$ cat src/hdl/qvr_pkg.sv
`default_nettype none

package qvr_pkg;

    // Bit positions of the result sideband.
    localparam int TUSER_ZERO_NORM = 0;
    localparam int TUSER_SATURATED = 1;
    localparam int TUSER_W         = 2;

    // Status of one divider lane for the beat in its output register.
    typedef struct packed {
        logic div_zero;
        logic sat;
    } t_lane_flags;

endpackage

`default_nettype wire

$ cat src/hdl/qvr_div_lane.sv
`default_nettype none

module qvr_div_lane
    import qvr_pkg::*;
#(
    parameter int W  = 16,
    parameter int NW = 52,
    parameter int DW = 33
) (
    input  wire                 i_clk,
    input  wire  [W+3:0]        i_en,
    input  wire  [NW-1:0]       i_num,
    input  wire  [DW-1:0]       i_den,
    output logic signed [W-1:0] o_rot,
    output t_lane_flags         o_flags
);

    localparam int BITS = W + 1;
    localparam int CW   = NW + W + 2;
    localparam int QW   = W + 2;
    localparam int LAST = BITS + 1;

    localparam logic [QW-1:0] QMAX_POS = (QW'(1) << (W - 1)) - QW'(1);
    localparam logic [QW-1:0] QMAX_NEG = QW'(1) << (W - 1);
    localparam logic signed [W-1:0] ROT_MAX = W'((QW'(1) << (W - 1)) - QW'(1));
    localparam logic signed [W-1:0] ROT_MIN = W'(QW'(1) << (W - 1));

    logic [NW-1:0]   r_mag0;
    logic            r_neg0;
    logic [DW-1:0]   r_d0;

    logic [NW-1:0]   r_rem [1:LAST];
    logic [BITS-1:0] r_q   [1:LAST];
    logic            r_neg [1:LAST];
    logic            r_ovf [1:LAST];
    logic            r_dz  [1:LAST];
    logic [DW-1:0]   r_d   [1:LAST];

    always_ff @(posedge i_clk) begin
        if (i_en[0]) begin
            r_neg0 <= i_num[NW-1];
            r_mag0 <= i_num[NW-1] ? (NW'(0) - i_num) : i_num;
            r_d0   <= i_den;
        end
    end

    // The quotient is developed over BITS bits only; anything larger saturates anyway.
    always_ff @(posedge i_clk) begin
        if (i_en[1]) begin
            r_rem[1] <= r_mag0;
            r_q[1]   <= '0;
            r_neg[1] <= r_neg0;
            r_ovf[1] <= CW'(r_mag0) >= (CW'(r_d0) << BITS);
            r_dz[1]  <= (r_d0 == '0);
            r_d[1]   <= r_d0;
        end
    end

    for (genvar j = 2; j <= LAST; j++) begin : g_step
        localparam int K = LAST - j;
        logic [CW-1:0]   n_sub;
        logic            n_ge;
        logic [BITS-1:0] n_q;

        always_comb begin
            n_sub  = CW'(r_d[j-1]) << K;
            n_ge   = CW'(r_rem[j-1]) >= n_sub;
            n_q    = r_q[j-1];
            n_q[K] = n_ge;
        end

        always_ff @(posedge i_clk) begin
            if (i_en[j]) begin
                r_rem[j] <= n_ge ? (r_rem[j-1] - NW'(n_sub)) : r_rem[j-1];
                r_q[j]   <= n_q;
                r_neg[j] <= r_neg[j-1];
                r_ovf[j] <= r_ovf[j-1];
                r_dz[j]  <= r_dz[j-1];
                r_d[j]   <= r_d[j-1];
            end
        end
    end

    logic              n_up;
    logic [QW-1:0]     n_qr;
    logic signed [W-1:0] n_rot;
    logic              n_sat;

    // Round half away from zero on the magnitude, then clip to the signed range; a zero divisor gives zero.
    always_comb begin
        n_up  = ({1'b0, r_rem[LAST]} << 1) >= (NW + 1)'(r_d[LAST]);
        n_qr  = QW'(r_q[LAST]) + QW'(n_up);
        n_sat = 1'b0;
        n_rot = '0;
        if (r_dz[LAST]) begin
            n_rot = '0;
        end else if (r_ovf[LAST]) begin
            n_sat = 1'b1;
            n_rot = r_neg[LAST] ? ROT_MIN : ROT_MAX;
        end else if (!r_neg[LAST] && (n_qr > QMAX_POS)) begin
            n_sat = 1'b1;
            n_rot = ROT_MAX;
        end else if (r_neg[LAST] && (n_qr > QMAX_NEG)) begin
            n_sat = 1'b1;
            n_rot = ROT_MIN;
        end else begin
            n_rot = r_neg[LAST] ? W'(QW'(0) - n_qr) : W'(n_qr);
        end
    end

    always_ff @(posedge i_clk) begin
        if (i_en[W+3]) begin
            o_rot            <= n_rot;
            o_flags.sat      <= n_sat;
            o_flags.div_zero <= r_dz[LAST];
        end
    end

endmodule

`default_nettype wire

$ cat config.mk
export PLATFORM = sky130hd
export DESIGN_NAME = qvr_div_lane
export DESIGN_NICKNAME = d
export VERILOG_FILES = /design/src/hdl/qvr_pkg.sv /design/src/hdl/qvr_div_lane.sv
export SDC_FILE = /design/constraint.sdc
export NUM_CORES = 2
export LEC_CHECK = 0
export ABC_CLOCK_PERIOD_IN_PS = 7200
export BUFFER_PORTS_ARGS = -buffer_cell sky130_fd_sc_hd__buf_4
export CAP_MARGIN = 20
export CORE_MARGIN = 2
export CORE_UTILIZATION = 50
export CTS_CLUSTER_DIAMETER = 30
export DETAILED_ROUTE_END_ITERATION = 16
export GPL_TIMING_DRIVEN = 0
export PLACE_DENSITY = 0.67
export SYNTH_ARGS = -nofsm -noshare
export SYNTH_HDL_FRONTEND = slang
export SYNTH_SLANG_ARGS = --single-unit
$ cat constraint.sdc
create_clock -name i_clk -period 7.2 [get_ports i_clk]
set_input_delay 0.36 -clock i_clk [delete_from_list [all_inputs] [get_ports i_clk]]
set_output_delay 0.36 -clock i_clk [all_outputs]
set_load 0.02 [all_outputs]
Word level (Yosys, flattened, before mapping)
Memories as Yosys holds them, arrays and structs flattened.
Index checks and enable logic that the tools add are counted.
Widths: inputs -> output; s select.
- output and inout bits: 18
- RAM bits: 1890
- memories kept: 6
- bits in registers: 104
- $lt $le $gt $ge: 21
- reduce and logical (&&, ||, !) cells: 4
- $add $sub $neg: 20
- muxes and demuxes: 62
- memories (memory ; depth ; bits a word ; rd ports ; clocked after Yosys merged registers in ; wr ports ; RTL line ; text):
    r_rem ; 18 ; 52 ; 18 ; 0 ; 18 ; qvr_div_lane.sv:32 ; logic [NW-1:0] r_rem [1:LAST];
    r_d ; 18 ; 33 ; 18 ; 0 ; 18 ; qvr_div_lane.sv:37 ; logic [DW-1:0] r_d [1:LAST];
    r_q ; 18 ; 17 ; 18 ; 0 ; 18 ; qvr_div_lane.sv:33 ; logic [BITS-1:0] r_q [1:LAST];
    r_dz ; 18 ; 1 ; 18 ; 0 ; 18 ; qvr_div_lane.sv:36 ; logic r_dz [1:LAST];
    r_neg ; 18 ; 1 ; 18 ; 0 ; 18 ; qvr_div_lane.sv:34 ; logic r_neg [1:LAST];
    r_ovf ; 18 ; 1 ; 18 ; 0 ; 18 ; qvr_div_lane.sv:35 ; logic r_ovf [1:LAST];
- operators by type and width (cell ; number):
    $mux 52 ; 17
    $mux 16 ; 5
    $ge 53x33->1 ; 1
    $ge 52x33->1 ; 1
    $ge 52x34->1 ; 1
    $ge 52x35->1 ; 1
    $ge 52x36->1 ; 1
    $ge 52x37->1 ; 1
    $ge 52x38->1 ; 1
    $ge 52x39->1 ; 1
    $ge 52x40->1 ; 1
    $ge 52x41->1 ; 1
    $ge 52x42->1 ; 1
    $ge 52x43->1 ; 1
    $ge 52x44->1 ; 1
    $ge 52x45->1 ; 1
    $ge 52x46->1 ; 1
    $ge 52x47->1 ; 1
    $ge 52x48->1 ; 1
    $ge 52x49->1 ; 1
    $ge 52x50->1 ; 1
    $sub 1x52->52 const A ; 1
    $sub 52x33->52 ; 1
    $sub 52x34->52 ; 1
    other kinds (24) ; 63

Depth between registers and ports, before layout
An unclocked memory read counts as a cell.
- word-level depth: 8
- mapped depth: 24
- gate-level depth less buffers: 23

Worst setup path after synthesis
Ideal clock, no wire load.
- path type: register to register
- start: reg r_rem[4][109] (netlist name)
- end: reg o_rot[11], data pin
- stages on the path, launching flop included: 22
- data required time: 6.917 ns
- setup slack: 3.017 ns
- setup time: 0.283 ns
- clock period less this slack: 4.183 ns
- arrival: 3.900 ns
- cell sequence: edfxtp_1 -> ha_1 -> a21o_1 -> a21oi_1 -> nor2b_1 -> o21ai_0 -> nand2b_1 -> a21oi_1 -> o2111ai_1 -> a221o_1 -> nand2_1 -> a31oi_1 -> ha_1 -> and2_0 -> and2_1 -> and3_1 -> or3_1 -> a21o_1 -> or2_2 -> o21ai_0 -> xnor2_1 -> o21ai_0
- RTL lines (item ; RTL line ; text):
    to (signal assigned) ; qvr_div_lane.sv:113 ; o_rot <= n_rot;
    to (decl) ; qvr_div_lane.sv:14 ; output logic signed [W-1:0] o_rot,

==> run summary <==
Syn_nets - 9783
Sequential fraction of the synthesis area - 0.551
Drc violations - 0
Final worst slack - 1020 ps
Unique cell type count in the Yosys netlist - 82
Vias in the first global route - 75433
Layout cell share with drive strength beyond 1 - 0.0948
Post-synth top flop - edfxtp_1
Power density over the cells - 429 nW/um^2
Max VDD drop - 0.000279 V
Initial DRC Count - 3821
Min Tclk post-route - 6180 ps
Initial core utilization - 0.503
Worst setup EP type - register
Synthesized instance count - 9029
Worst r2r path cells - 13
CP Launch Type - register
Yosys warns - 0
DIE WIDTH - 452 um
Vias per inst - 5.60
Clock transition at the registers of the reported paths - 50 ps
Worst Skew - 64.3 ps
CP most frequent cell - clkbuf_1
Fillers - 15717
Total die area - 204000 sq um
Switching Share - 0.325
Crit-path slowest cell - nor4_1
Synth async-reset ratio - 0
Setup tns final - 0 ps
Most frequent cells in the layout - edfxtp_1, inv_1, nand2_1
Unrepaired setup endpoints after global routing - no
Hold depth - 1
Post-Route WL - 264000 um
Sequential power share - 0.316
Switching pwr - 16.9 mW
Post-synth EDFFs - 1841
Total track usage - 0.257
Pre-CTS setup slack - 928 ps
Combinational power share - 0.315
CP Data Required Time - 7820 ps
CP max FO - 10
Dpl hpwl - 207000 um
Max capacitance violation total - 0
Final setup fails - 0
Gr ovfl total - 0
Vias - 71371
CP Class - reg -> reg
Final Cycle Share - 0.858
Final Power - 52.0 mW
Largest net degree at the start of global routing - 99
Rows - 164
Top-level I/O count - 124
First-pass GRT wire length - 405000 um
Area of the mapped netlist - 100000 sq um
Max-slew violations - 0
Outcome - completed
Die Span Y - 452 um
Min-Delay Path Class - in -> reg
Worst-Margin Slew - 1310 ps
TritonCTS clock tree - yes
Slowest stage delay, CP - 960 ps
Rel. slew slack - 0.103
CTS sink count - 1841
PortBufs - 123
Cell leakage power - 48.0 nW
CP Cell Sequence - ha_1, clkbuf_1, nand4_1, nor4_1, and2_1, a21boi_0, o211ai_1, a311oi_1, a211oi_1, clkbuf_1, clkbuf_1, nand2_1, o21ai_0
P_int - 35.1 mW
Pre-antenna DRT Iters - 6
Commonest non-fill, non-tap cell in the layout - edfxtp_1
Total CTS buffers - 425
Fmax - 162 MHz
Routability Congestion - 1.07
Post-route antenna net violation count - 0
Clock tree buffer depth - 4
Clock root cell - clkbuf_16
Worst path arrival time - 6800 ps
Flops & latches, synth - 1841
Final Hold Viols - 0
Core area - 200000 sq um
Clk pwr share - 0.370
Layout area overhead - 20.6%
Antenna violations before repair - 7
WL per Instance - 20.7 um
Avg Cell Area, Syn - 11.1 sq um
H-tree Lvls - 5
Clock Latency Late Sink - 970 ps
Nets - 10503
==> registers in the layout, indices dropped and copies added, names as in the netlist <==
name	cells
r_dz	18
r_d0	33
r_ovf	18
o_rot	16
r_mag0	52
r_neg0	1
r_rem	936
r_neg	18
r_d	594
r_q	153
o_flags	2
==> per-stage QoR <==
step,utilization,area [sq um],cells,hold slack (ps)
5_1_grt,0.606,121000,12751,99.3
2_1_floorplan,-,100000,9029,400
6_report,0.606,121000,12753,84.4
3_3_place_gp,0.524,105000,11808,402
3_5_place_dp,0.525,105000,11827,405
4_1_cts,0.604,121000,12724,52.8
==> critical path, delay by kind of cell (launching register included) <==
| family | cells | cell delay (ps) |
|---|---|---|
| AO/OA/AOI/OAI | 5 | 2090 |
| AND/OR/NAND/NOR | 4 | 1830 |
| buffers and inverters | 3 | 1220 |
| flip-flops | 1 | 400 |
| adder cells (fa/ha/maj) | 1 | 290 |
==> power by group through the flow <==
stage	clock (mW)	combinational (mW)	sequential (mW)
finish	19.2	16.4	16.4
global route	20.1	18.1	16.6
CTS	19.4	16.2	16.4
detailed placement	0	16.0	16.5
global placement	0	15.8	16.5
floorplan	0	12.0	16.0
==> kinds of logic (layout without fill, tap and decap cells) <==
logic type,Yosys count,count (layout),share of synthesized area
AOI/OAI and AO/OA,2371,2371,0.145
xor gates and xnor gates,733,733,0.0640
adders and majority gates,648,648,0.0820
buffers and inverters,1035,2097,0.0388
DFF,1841,1841,0.551
muxes,60,60,0.00669
other,0,6,0
and+or+nand+nor,2341,2341,0.113
==> what timing repair did <==
item	in CTS	in global routing
hold buffers	128	10
endpoints found under the hold margin	304	165
buffers inserted	0	0
resized for setup	0	0
==> path summary, 6_finish.rpt <==
check               start            to  slack, ps
max          r_rem[3][25]  r_rem[3][88]       1020
min               i_en[0]      r_d0[30]         80
max reg2reg  r_rem[3][25]  r_rem[3][88]       1020
min reg2reg   r_ovf[0][3]   r_ovf[0][4]        380
==> area by class of cell <==
class | count | area (sq um) | share of cell area
multi-input cells | 6153 | 41200 | 0.341
repair buffers | 293 | 2870 | 0.0237
inverters | 793 | 2980 | 0.0246
plain buffers | 242 | 918 | 0.00759
diodes | 6 | 15.0 | 0.000124
clock inverters | 281 | 3420 | 0.0283
flip-flops and latches | 1841 | 55300 | 0.457
well taps | 2656 | 3320 | 0.0275
clock buffers | 488 | 11000 | 0.0910
==> cells in the mapped netlist (60+ instances only) <==
library cell,instances,area share
a211oi_1,62,0.0046
a21o_1,321,0.024
a21oi_1,723,0.036
a31oi_1,69,0.0043
and3_1,60,0.0037
clkbuf_1,219,0.0082
edfxtp_1,1841,0.55
ha_1,631,0.079
inv_1,790,0.030
nand2_1,756,0.028
nand2b_1,105,0.0065
nand3_1,139,0.0069
nand4_1,125,0.0078
nor2_1,542,0.020
nor2b_1,78,0.0049
nor3_1,166,0.0083
nor4_1,89,0.0055
o21a_1,78,0.0058
o21ai_0,678,0.034
o21bai_1,65,0.0049
o31ai_1,70,0.0052
xnor2_1,399,0.035
xor2_1,334,0.029
==> routing by layer <==
| metal | up-vias | routed length [um] | global-route usage |
|---|---|---|---|
| met5 | - | 0 | 0 |
| met1 | 33615 | 79900 | 0.202 |
| met2 | 1937 | 151000 | 0.526 |
| met4 | 0 | 25700 | 0.230 |
| li1 | 34841 | - | - |
| met3 | 978 | 7540 | 0.0351 |
Power figures use the tool's default switching activity.
